--- config.mk ---
export PLATFORM = sky130hd
export DESIGN_NAME = crpc_cell
export DESIGN_NICKNAME = d
export VERILOG_FILES = /design/src/hw/rtl/crpc_cell.sv
export SDC_FILE = /design/constraint.sdc
export NUM_CORES = 1
export LEC_CHECK = 0
export BUFFER_PORTS_ARGS = -buffer_cell sky130_fd_sc_hd__buf_2
export CELL_PAD_IN_SITES_DETAIL_PLACEMENT = 0
export CELL_PAD_IN_SITES_GLOBAL_PLACEMENT = 1
export CORE_MARGIN = 4
export CORE_UTILIZATION = 36
export DETAILED_ROUTE_END_ITERATION = 10
export HOLD_SLACK_MARGIN = 0.03
export PLACE_DENSITY = 0.94
export SLEW_MARGIN = 5
export SYNTH_ARGS = -nofsm -noshare
export SYNTH_HDL_FRONTEND = slang
export SYNTH_SLANG_ARGS = --single-unit
--- constraint.sdc ---
create_clock -name clk -period 1.4 [get_ports clk]
set_input_delay 0.07 -clock clk [delete_from_list [all_inputs] [get_ports clk]]
set_output_delay 0.07 -clock clk [all_outputs]
set_load 0.01 [all_outputs]
--- src/hw/rtl/crpc_cell.sv ---
// ----------------------------------------------------------------------------
// Cycle rate product cache cell
// Holds one cycle's legs and count and rotates them along the ring.
// ----------------------------------------------------------------------------
module crpc_cell #(
	parameter int MAX_LEGS = 4,
	parameter int PW = 6,
	parameter int CW = 3,
	parameter int SW = 2
) (
	input  logic                     clk,
	input  logic                     arst_n,
	input  logic                     shift,
	input  logic                     wr_leg,
	input  logic                     wr_cnt,
	input  logic [SW-1:0]            slot,
	input  logic [PW-1:0]            pair,
	input  logic [CW-1:0]            cnt,
	input  logic [MAX_LEGS*PW-1:0]   legs_in,
	input  logic [CW-1:0]            cnt_in,
	output logic [MAX_LEGS*PW-1:0]   legs_out,
	output logic [CW-1:0]            cnt_out
);
	logic [MAX_LEGS*PW-1:0] legs_q;
	logic [CW-1:0]          cnt_q;

	always_ff @(posedge clk) begin
		if (shift) begin
			legs_q <= legs_in;
		end else if (wr_leg) begin
			legs_q[slot*PW +: PW] <= pair;
		end
	end

	always_ff @(posedge clk or negedge arst_n) begin
		if (!arst_n) begin
			cnt_q <= '0;
		end else if (shift) begin
			cnt_q <= cnt_in;
		end else if (wr_cnt) begin
			cnt_q <= cnt;
		end
	end

	assign legs_out = legs_q;
	assign cnt_out  = cnt_q;
endmodule

==> results.cfg, run 1 <==
[cells_and_area]
final_cell_mix = buf_2, nand2_1, edfxtp_1, buf_4, o21ai_1
finalNetCount = 260
synthToLayoutAreaGrowth_pct = 37.7
fillers = 350
multiInputGateArea_um2 = 619
stdcell_count = 259
antennaDiodeCount = 0
finish.instance_area_um2 = 2010
drive_gt1_share_pct = 43.1
regArea_um2 = 796
final_common_cell = buf_2

[sta]
period_minus_slack_ps = 1220
fin_crit_sh_pct = 87.2
fmax_mhz = 819
layout_setup_ws_ps = 179
relSlewSlack_pct = 66.1
slew_violations = 0
finClkSkew_ps = 0
finalHoldViolations = 0
fin_worst_hold_slack_ps = 30.6
timing_worst_slew_pin_value_ps = 504
rsz0062_at_grt = no
finalSetupViolCount = 0

[clocking]
clock_path_buffers = 2
clock-sinks = 27
clkTransAtPathRegs_ps = 90
ctsHtreeMaxLevel = 1
cts_resized = 0
clk-insertion-delay-late_ps = 260
cts_buffers = 3
cts_tree = done
cts-root-buf = clkbuf_8

[yosys]
yosysSeqAreaShare_pct = 54.6
netlist_area_um2 = 1460
ys_warn_count = 0
synth_seq_cells = 27
syn_nets = 179
synth.avg_cell_area_um2 = 11.1
synth_cell_types = 32
synthCells = 131

[pwr]
power_uw = 1830
ir_drop_v = 0.000372
leakage_uw = 0.000914
powerDensity_nw_per_um2 = 914

[place]
io_buffers = 69
dp.cells = 252
gp_congestion = 0.803
place_area_um2 = 1930
dp_hpwl_um = 3040
place_ws_ps = -93.7

[global_route]
antenna_found_initial = 0
track_usage_pct = 15.1
grt-ovfl-total = 0
grt_pass1_wl_um = 6200
grt_max_degree = 16
grt_pass1_vias = 1310

[floorplanning]
coreArea_um2 = 3770
die-area_um2 = 5130
dieHeight_um = 71.6
placementRows = 22
initial_core_util_pct = 38.6
pin_count = 70
die_x_um = 71.6

[worst_setup_path]
cp_data_arrival_time_ps = 1360
crit_type = in -> reg
end_kind = flip-flop
startpoint_type = input port
rr_worst_depth = 2
critical_path.cell_chain = buf_2 -> inv_2 -> ha_1 -> nand3b_4 -> nor4_2 -> a32o_1
slowest_delay_ps = 380
r2r_slack_ps = 670
cp_max_fo = 7
worstPathRequired_ps = 1540
crit_slowest_cell = nor4_2

[min_path]
whs_path_depth = 3
hold_path_class = in -> reg

[routing]
post-route-drc-count = 0
viasPerCell = 5.02
highest_layer = met4
met2_length_um = 1880
drt_pass1_iterations = 4
drt_iter0_markers = 81
wl_met1_um = 1600
routed_wl_um = 3790
wl_met3_um = 266
vias = 1301
postRouteAntennaNets = 0
wl_per_cell_um = 14.6

[status]
status = completed

[run]
maxCapViolations = 0
flip-flops by register name, indices dropped and copies added, names as in the netlist:
name / cells
cnt_out: 3
legs_out: 24
per-stage QoR:
stage,utilization [%],setup TNS (ps)
final,53.2,0
after global routing,53.2,0
after CTS,53.2,0
after detailed placement,51.2,-270
after global placement,51.2,-234
after floorplan,-,0
timing repair:
action | 4_1_cts | 5_1_grt
endpoints found under the hold margin | 5 | 0
setup endpoints to repair | 0 | 0
buffers inserted | 0 | 0
hold buffers | 3 | 0
worst paths after layout:
kind | start | endpoint
worst max register to register | cnt_out[2] | cnt_out[2]
max in group asynchronous | arst_n | cnt_out[1]
worst min-delay path | cnt_in[2] | cnt_out[2]
min in group asynchronous | arst_n | cnt_out[2]
worst max-delay path | slot[0] | legs_out[21]
worst min register to register | cnt_out[0] | cnt_out[0]
power by group:
group / switching (uW) / total, uW / internal, uW
registers: 18.3 / 983 / 964
clock network: 225 / 424 / 199
logic: 231 / 427 / 196
total: 475 / 1830 / 1360
logic make-up (layout without fill, tap and decap cells):
| logic type | count (synthesis) | count (layout) | share of synthesized area, % |
|---|---|---|---|
| simple gates | 41 | 41 | 15.6 |
| buf+inv | 12 | 92 | 3.69 |
| mux | 5 | 5 | 3.52 |
| flops | 27 | 27 | 54.6 |
| fa+ha+maj | 5 | 5 | 4.30 |
| compound gates | 41 | 41 | 18.3 |
synthesized netlist by cell type (all sizes together):
cell / count / area (um^2)
nand4bb: 2 / 22.5
nor3: 1 / 5.00
a21o: 5 / 37.5
a32o: 1 / 10.0
or3: 1 / 6.26
ha: 5 / 62.6
dfrtp: 3 / 75.1
nor2: 1 / 3.75
clkbuf: 2 / 7.51
nand3b: 2 / 27.5
nand3: 3 / 15.0
inv: 3 / 11.3
a22o: 5 / 43.8
o31ai: 2 / 15.0
mux2i: 4 / 40.0
nand2b: 1 / 6.26
mux2: 1 / 11.3
edfxtp: 24 / 721
nor3b: 5 / 37.5
a21oi: 3 / 15.0
o21ai: 17 / 85.1
nand2: 24 / 90.1
o41ai: 2 / 17.5
buf: 7 / 35.0
a21boi: 1 / 7.51
a31oi: 4 / 25.0
nor4: 1 / 12.5
o311a: 1 / 10.0
per-layer routing:
metal / track usage (%) / vias to the layer above
met4: 5.22 / 0
li1: - / 653
met1: 19.3 / 601
met5: 0 / -
met2: 26.4 / 43
met3: 1.82 / 4
critical path: cells and delay by family:
kind | cells | cell delay [ps]
AO/OA/AOI/OAI | 1 | 240
adder cells (fa/ha/maj) | 1 | 300
AND/OR/NAND/NOR | 2 | 580
buffers and inverters | 2 | 160
final cells by class:
type	instances	share of cell area [%]
flip-flops and latches	27	39.7
multi-input cells	92	30.9
repair buffers	85	23.6
well taps	48	2.99
clock buffers	3	2.06
inverters	3	0.561
clock inverters	1	0.250
Power figures use the tool's default switching activity.
==> run 2: changes to the inputs <==
--- a/config.mk
+++ b/config.mk
@@ -6,6 +6,7 @@
 export NUM_CORES = 1
 export LEC_CHECK = 0
 export BUFFER_PORTS_ARGS = -buffer_cell sky130_fd_sc_hd__buf_2
+export CAP_MARGIN = 20
 export CELL_PAD_IN_SITES_DETAIL_PLACEMENT = 0
 export CELL_PAD_IN_SITES_GLOBAL_PLACEMENT = 1
 export CORE_MARGIN = 4
@@ -13,6 +14,7 @@
 export DETAILED_ROUTE_END_ITERATION = 10
 export HOLD_SLACK_MARGIN = 0.03
 export PLACE_DENSITY = 0.94
+export REMOVE_ABC_BUFFERS = 1
 export SLEW_MARGIN = 5
 export SYNTH_ARGS = -nofsm -noshare
 export SYNTH_HDL_FRONTEND = slang
==> run 2 against run 1 <==
Global-route usage down 0.72 points. Worst hold slack improved by 39 ps. Clock power shrank 0.9%. Design area rose by 1.7%. Non-clock buffer count is 6 higher. Register-to-register slack worse by 20 ps. Count of clock-buffer cells in the layout grew 1. Clock skew stayed put. Cell count up 2.3%. Flip-flop and latch count unchanged. Highest routed layer unchanged.
==> results.cfg, run 2 (synthesis gave the netlist of run 1 again) <==
[floorplanning]
die_x_um = 71.6
dieHeight_um = 71.6
initial_core_util_pct = 38.6
die-area_um2 = 5130
placementRows = 22
coreArea_um2 = 3770
pin_count = 70

[sta]
rsz0062_at_grt = no
finalSetupViolCount = 0
period_minus_slack_ps = 1240
fmax_mhz = 805
finalHoldViolations = 0
slew_violations = 0
finClkSkew_ps = 0
relSlewSlack_pct = 72.3
fin_crit_sh_pct = 88.7
timing_worst_slew_pin_value_ps = 413
final.setup.tns_ps = 0
layout_setup_ws_ps = 158

[run]
maxCapViolations = 0

[pwr]
ir_drop_v = 0.000349
power_frac_seq_pct = 53.8
p_sw_uw = 465
p_int_uw = 1370
powerDensity_nw_per_um2 = 899
p_comb_share_pct = 23.3
p_sw_share_pct = 25.3
leakage_uw = 0.000941
power_frac_clock_pct = 22.9

[worst_setup_path]
cp_max_fo = 5
crit_type = in -> reg
cp_data_arrival_time_ps = 1380
worstPathRequired_ps = 1540
startpoint_type = input port
end_kind = flip-flop
r2r_slack_ps = 650

[min_path]
hold_path_class = in -> reg

[global_route]
antenna_found_initial = 0
grt_pass1_vias = 1331
grt_max_degree = 21
track_usage_pct = 14.4
grt-ovfl-total = 0
grt_pass1_wl_um = 5910

[cells_and_area]
stdcell_count = 265
synthToLayoutAreaGrowth_pct = 40.0
final_common_cell = buf_2
finalNetCount = 266
antennaDiodeCount = 0
largest_reg_flops = 24
final_cell_mix = buf_2, nand2_1, edfxtp_1, buf_4, o21ai_1
drive_gt1_share_pct = 42.9
final_core_util_pct = 54.1

[status]
status = completed

[place]
dp.cells = 257
io_buffers = 69
place_ws_ps = -155
gp_congestion = 0.772
dp_hpwl_um = 2930

[routing]
wl_per_cell_um = 14.1
viasPerCell = 5.05
drt_pass1_iterations = 4
post-route-drc-count = 0
drt_iter0_markers = 73
postRouteAntennaNets = 0
routed_wl_um = 3730
vias = 1339

[clocking]
cts_buffers = 3
cts-root-buf = clkbuf_8
cts_setup_buffers = 0
clkTransAtPathRegs_ps = 90
ctsHtreeMaxLevel = 1
cts_tree = done
clock_path_buffers = 2
clock-sinks = 27
clk-insertion-delay-late_ps = 260
==> run 2: final cells by class <==
class                      instances  area [um^2]
timing repair buffer              91          520
fill                             348         1730
clock buffer                       4         45.0
multi-input combinational         92          607
sequential                        27          796
tap                               48         60.1
inverter                           3         11.3
==> run 2: what timing repair did <==
item | in CTS | in global routing
hold endpoints to repair | 6 | 0
hold buffers | 4 | 0
resized for setup | 0 | 0
==> run 2: through the flow <==
step | power [uW] | area [um^2] | hold WS [ps]
2_1_floorplan | 1180 | 1410 | -226
3_3_place_gp | 1420 | 1950 | -134
3_5_place_dp | 1420 | 1950 | -131
4_1_cts | 1850 | 2040 | 68.4
5_1_grt | 1920 | 2040 | 76.7
6_report | 1830 | 2040 | 69.5
==> run 2: worst max-delay path, cell delays in order <==
cell	delay, ps
buf_2	90
inv_1	70
ha_1	360
buf_4	180
nor4_2	380
a32o_1	220
==> run 2: layer usage <==
layer | global-route usage (%) | up-vias | part of all wire, %
met5 | 0 | - | 0
met4 | 4.38 | 0 | 0.59
met2 | 25.2 | 47 | 48
met3 | 2.95 | 2 | 8.3
met1 | 17.8 | 625 | 43
li1 | - | 665 | -
==> run 2: path summary, 6_finish.rpt <==
kind / start / to / depth (start not counted)
setup / recovery: slot[0] / legs_out[21] / 6
min in group asynchronous: arst_n / cnt_out[2] / 2
max in group asynchronous: arst_n / cnt_out[1] / 2
hold reg to reg: cnt_out[0] / cnt_out[0] / 2
hold / removal: legs_in[11] / legs_out[11] / 3
setup reg to reg: cnt_out[2] / cnt_out[2] / 2
==> run 2: power by group through the flow <==
stage                     combinational [uW]  sequential [uW]  clock, uW
after floorplan                          135             1050          0
after global placement                   414             1000          0
after detailed placement                 420             1000          0
after CTS                                430              986        430
after global routing                     467              993        461
final                                    428              985        420
==> run 3: changes to the inputs <==
--- a/config.mk
+++ b/config.mk
@@ -7,13 +7,13 @@
 export LEC_CHECK = 0
 export BUFFER_PORTS_ARGS = -buffer_cell sky130_fd_sc_hd__buf_2
 export CAP_MARGIN = 20
-export CELL_PAD_IN_SITES_DETAIL_PLACEMENT = 0
+export CELL_PAD_IN_SITES_DETAIL_PLACEMENT = 1
 export CELL_PAD_IN_SITES_GLOBAL_PLACEMENT = 1
 export CORE_MARGIN = 4
-export CORE_UTILIZATION = 36
+export CORE_UTILIZATION = 26
 export DETAILED_ROUTE_END_ITERATION = 10
 export HOLD_SLACK_MARGIN = 0.03
-export PLACE_DENSITY = 0.94
+export PLACE_DENSITY = 0.74
 export REMOVE_ABC_BUFFERS = 1
 export SLEW_MARGIN = 5
 export SYNTH_ARGS = -nofsm -noshare
==> run 3 against run 2 <==
First-iteration DRC count down 32%. Count of clock-buffer cells in the layout unchanged. Worst hold slack worse by 27 ps. Sequential share of layout area down 1.1 points. Clock power up 2%. Register-to-register slack about the same. Flip-flop and latch count unchanged. Setup slack worse by 1.7 ps. Non-clock buffer count up 2. Die area up 34%. Combinational power up 5.8%. Clock skew unchanged. Critical path type unchanged.
==> results.cfg, run 3 (synthesis gave the netlist of run 1 again) <==
[routing]
wl_per_cell_um = 15.7
post-route-drc-count = 0
drt_iter0_markers = 50
drt_pass1_iterations = 4
viasPerCell = 4.85
vias = 1401
postRouteAntennaNets = 0
routed_wl_um = 4550

[sta]
final.setup.tns_ps = 0
slew_violations = 0
timing_worst_slew_pin_value_ps = 353
fmax_mhz = 804
rsz0062_at_grt = no
finalSetupViolCount = 0
finClkSkew_ps = 0
period_minus_slack_ps = 1240
finalHoldViolations = 0
fin_crit_sh_pct = 88.8
relSlewSlack_pct = 76.3
fin_worst_hold_slack_ps = 42.9

[cells_and_area]
antennaDiodeCount = 0
fillers = 631
largest_reg_flops = 24
multiInputGateArea_um2 = 624
drive_gt1_share_pct = 45.2
finalNetCount = 268
synthToLayoutAreaGrowth_pct = 44.0
final_cell_mix = buf_2, nand2_1, edfxtp_1, buf_4, o21ai_1
final_common_cell = buf_2
regArea_um2 = 796
finish.instance_area_um2 = 2100

[pwr]
p_int_uw = 1380
powerDensity_nw_per_um2 = 889
power_uw = 1860
ir_drop_v = 0.000433
power_frac_clock_pct = 22.9
p_sw_uw = 489
p_sw_share_pct = 26.2
leakage_uw = 0.000959
p_comb_share_pct = 24.3
power_frac_seq_pct = 52.8

[clocking]
cts-root-buf = clkbuf_8
cts_tree = done
ctsHtreeMaxLevel = 1
clock_path_buffers = 2
cts_buffers = 3
clk-insertion-delay-late_ps = 260
cts_setup_buffers = 0
clkTransAtPathRegs_ps = 90
clock-sinks = 27

[global_route]
track_usage_pct = 13.1
grt_max_degree = 18
grt-ovfl-total = 0
grt_pass1_vias = 1463
antenna_found_initial = 0
grt_pass1_wl_um = 7350

[floorplanning]
pin_count = 70
placementRows = 26
die_x_um = 82.8
coreArea_um2 = 5270
die-area_um2 = 6860
initial_core_util_pct = 27.6
dieHeight_um = 82.8

[min_path]
hold_path_class = in -> reg
whs_path_depth = 3

[place]
io_buffers = 69
dp_hpwl_um = 3640
gp_congestion = 0.795
place_area_um2 = 2000

[worst_setup_path]
crit_type = in -> reg
crit_slowest_cell = ha_2
worstPathRequired_ps = 1480
cp_max_fo = 11
critical_path.cell_chain = buf_2 -> inv_1 -> ha_2 -> buf_4 -> nor3b_1 -> a31oi_1 -> o41ai_2
slowest_delay_ps = 340
rr_worst_depth = 2
cp_data_arrival_time_ps = 1330
end_kind = flip-flop
startpoint_type = input port

[run]
maxCapViolations = 0

[status]
status = completed
-- run 3: timing repair --
action	CTS	global route
hold buffers	3	0
hold endpoints to repair	5	0
resized for setup	0	3
setup endpoints to repair	0	3
-- run 3: final cells by class --
class	count	share of cell area (%)
tap	70	4.18
inverter	3	0.537
sequential	27	37.9
timing repair buffer	93	25.4
clock buffer	4	2.15
multi-input combinational	92	29.8
-- run 3: path summary, 6_finish.rpt --
path                       startpoint      endpoint  slack, ps
setup / recovery              slot[0]  legs_out[11]        160
hold / removal              cnt_in[0]    cnt_out[0]         40
setup reg to reg           cnt_out[0]    cnt_out[0]        640
hold reg to reg            cnt_out[1]    cnt_out[1]        600
max in group asynchronous      arst_n    cnt_out[1]       1180
min in group asynchronous      arst_n    cnt_out[0]        120
-- run 3: worst max-delay path: cells and delay by family --
kind                       cells  cell delay, ps
and+or+nand+nor                1             190
buffers and inverters          3             420
adders and majority gates      1             340
AOI/OAI and AO/OA              2             310
-- run 3: power by group through the flow --
stage	registers [uW]	logic [uW]	clock network (uW)
finish	984	453	427
global route	992	499	483
CTS	986	454	444
detailed placement	1000	445	0
global placement	1000	434	0
floorplan	1050	135	0
-- run 3: per-layer routing --
layer / vias up / wire length, um / global-route usage (%)
li1: 674 / - / -
met1: 672 / 1990 / 16.9
met2: 53 / 2200 / 21.8
met3: 2 / 321 / 3.27
met4: 0 / 29 / 3.12
met5: - / 0 / 0
-- run 3: per-stage QoR --
| stage | setup WS, ps | utilization, % | std cells |
|---|---|---|---|
| 2_1_floorplan | -103 | - | 122 |
| 3_3_place_gp | -77.5 | 38.0 | 282 |
| 3_5_place_dp | -279 | 38.0 | 282 |
| 4_1_cts | 55.9 | 39.5 | 289 |
| 5_1_grt | 22.9 | 39.8 | 289 |
| 6_report | 156 | 39.8 | 289 |
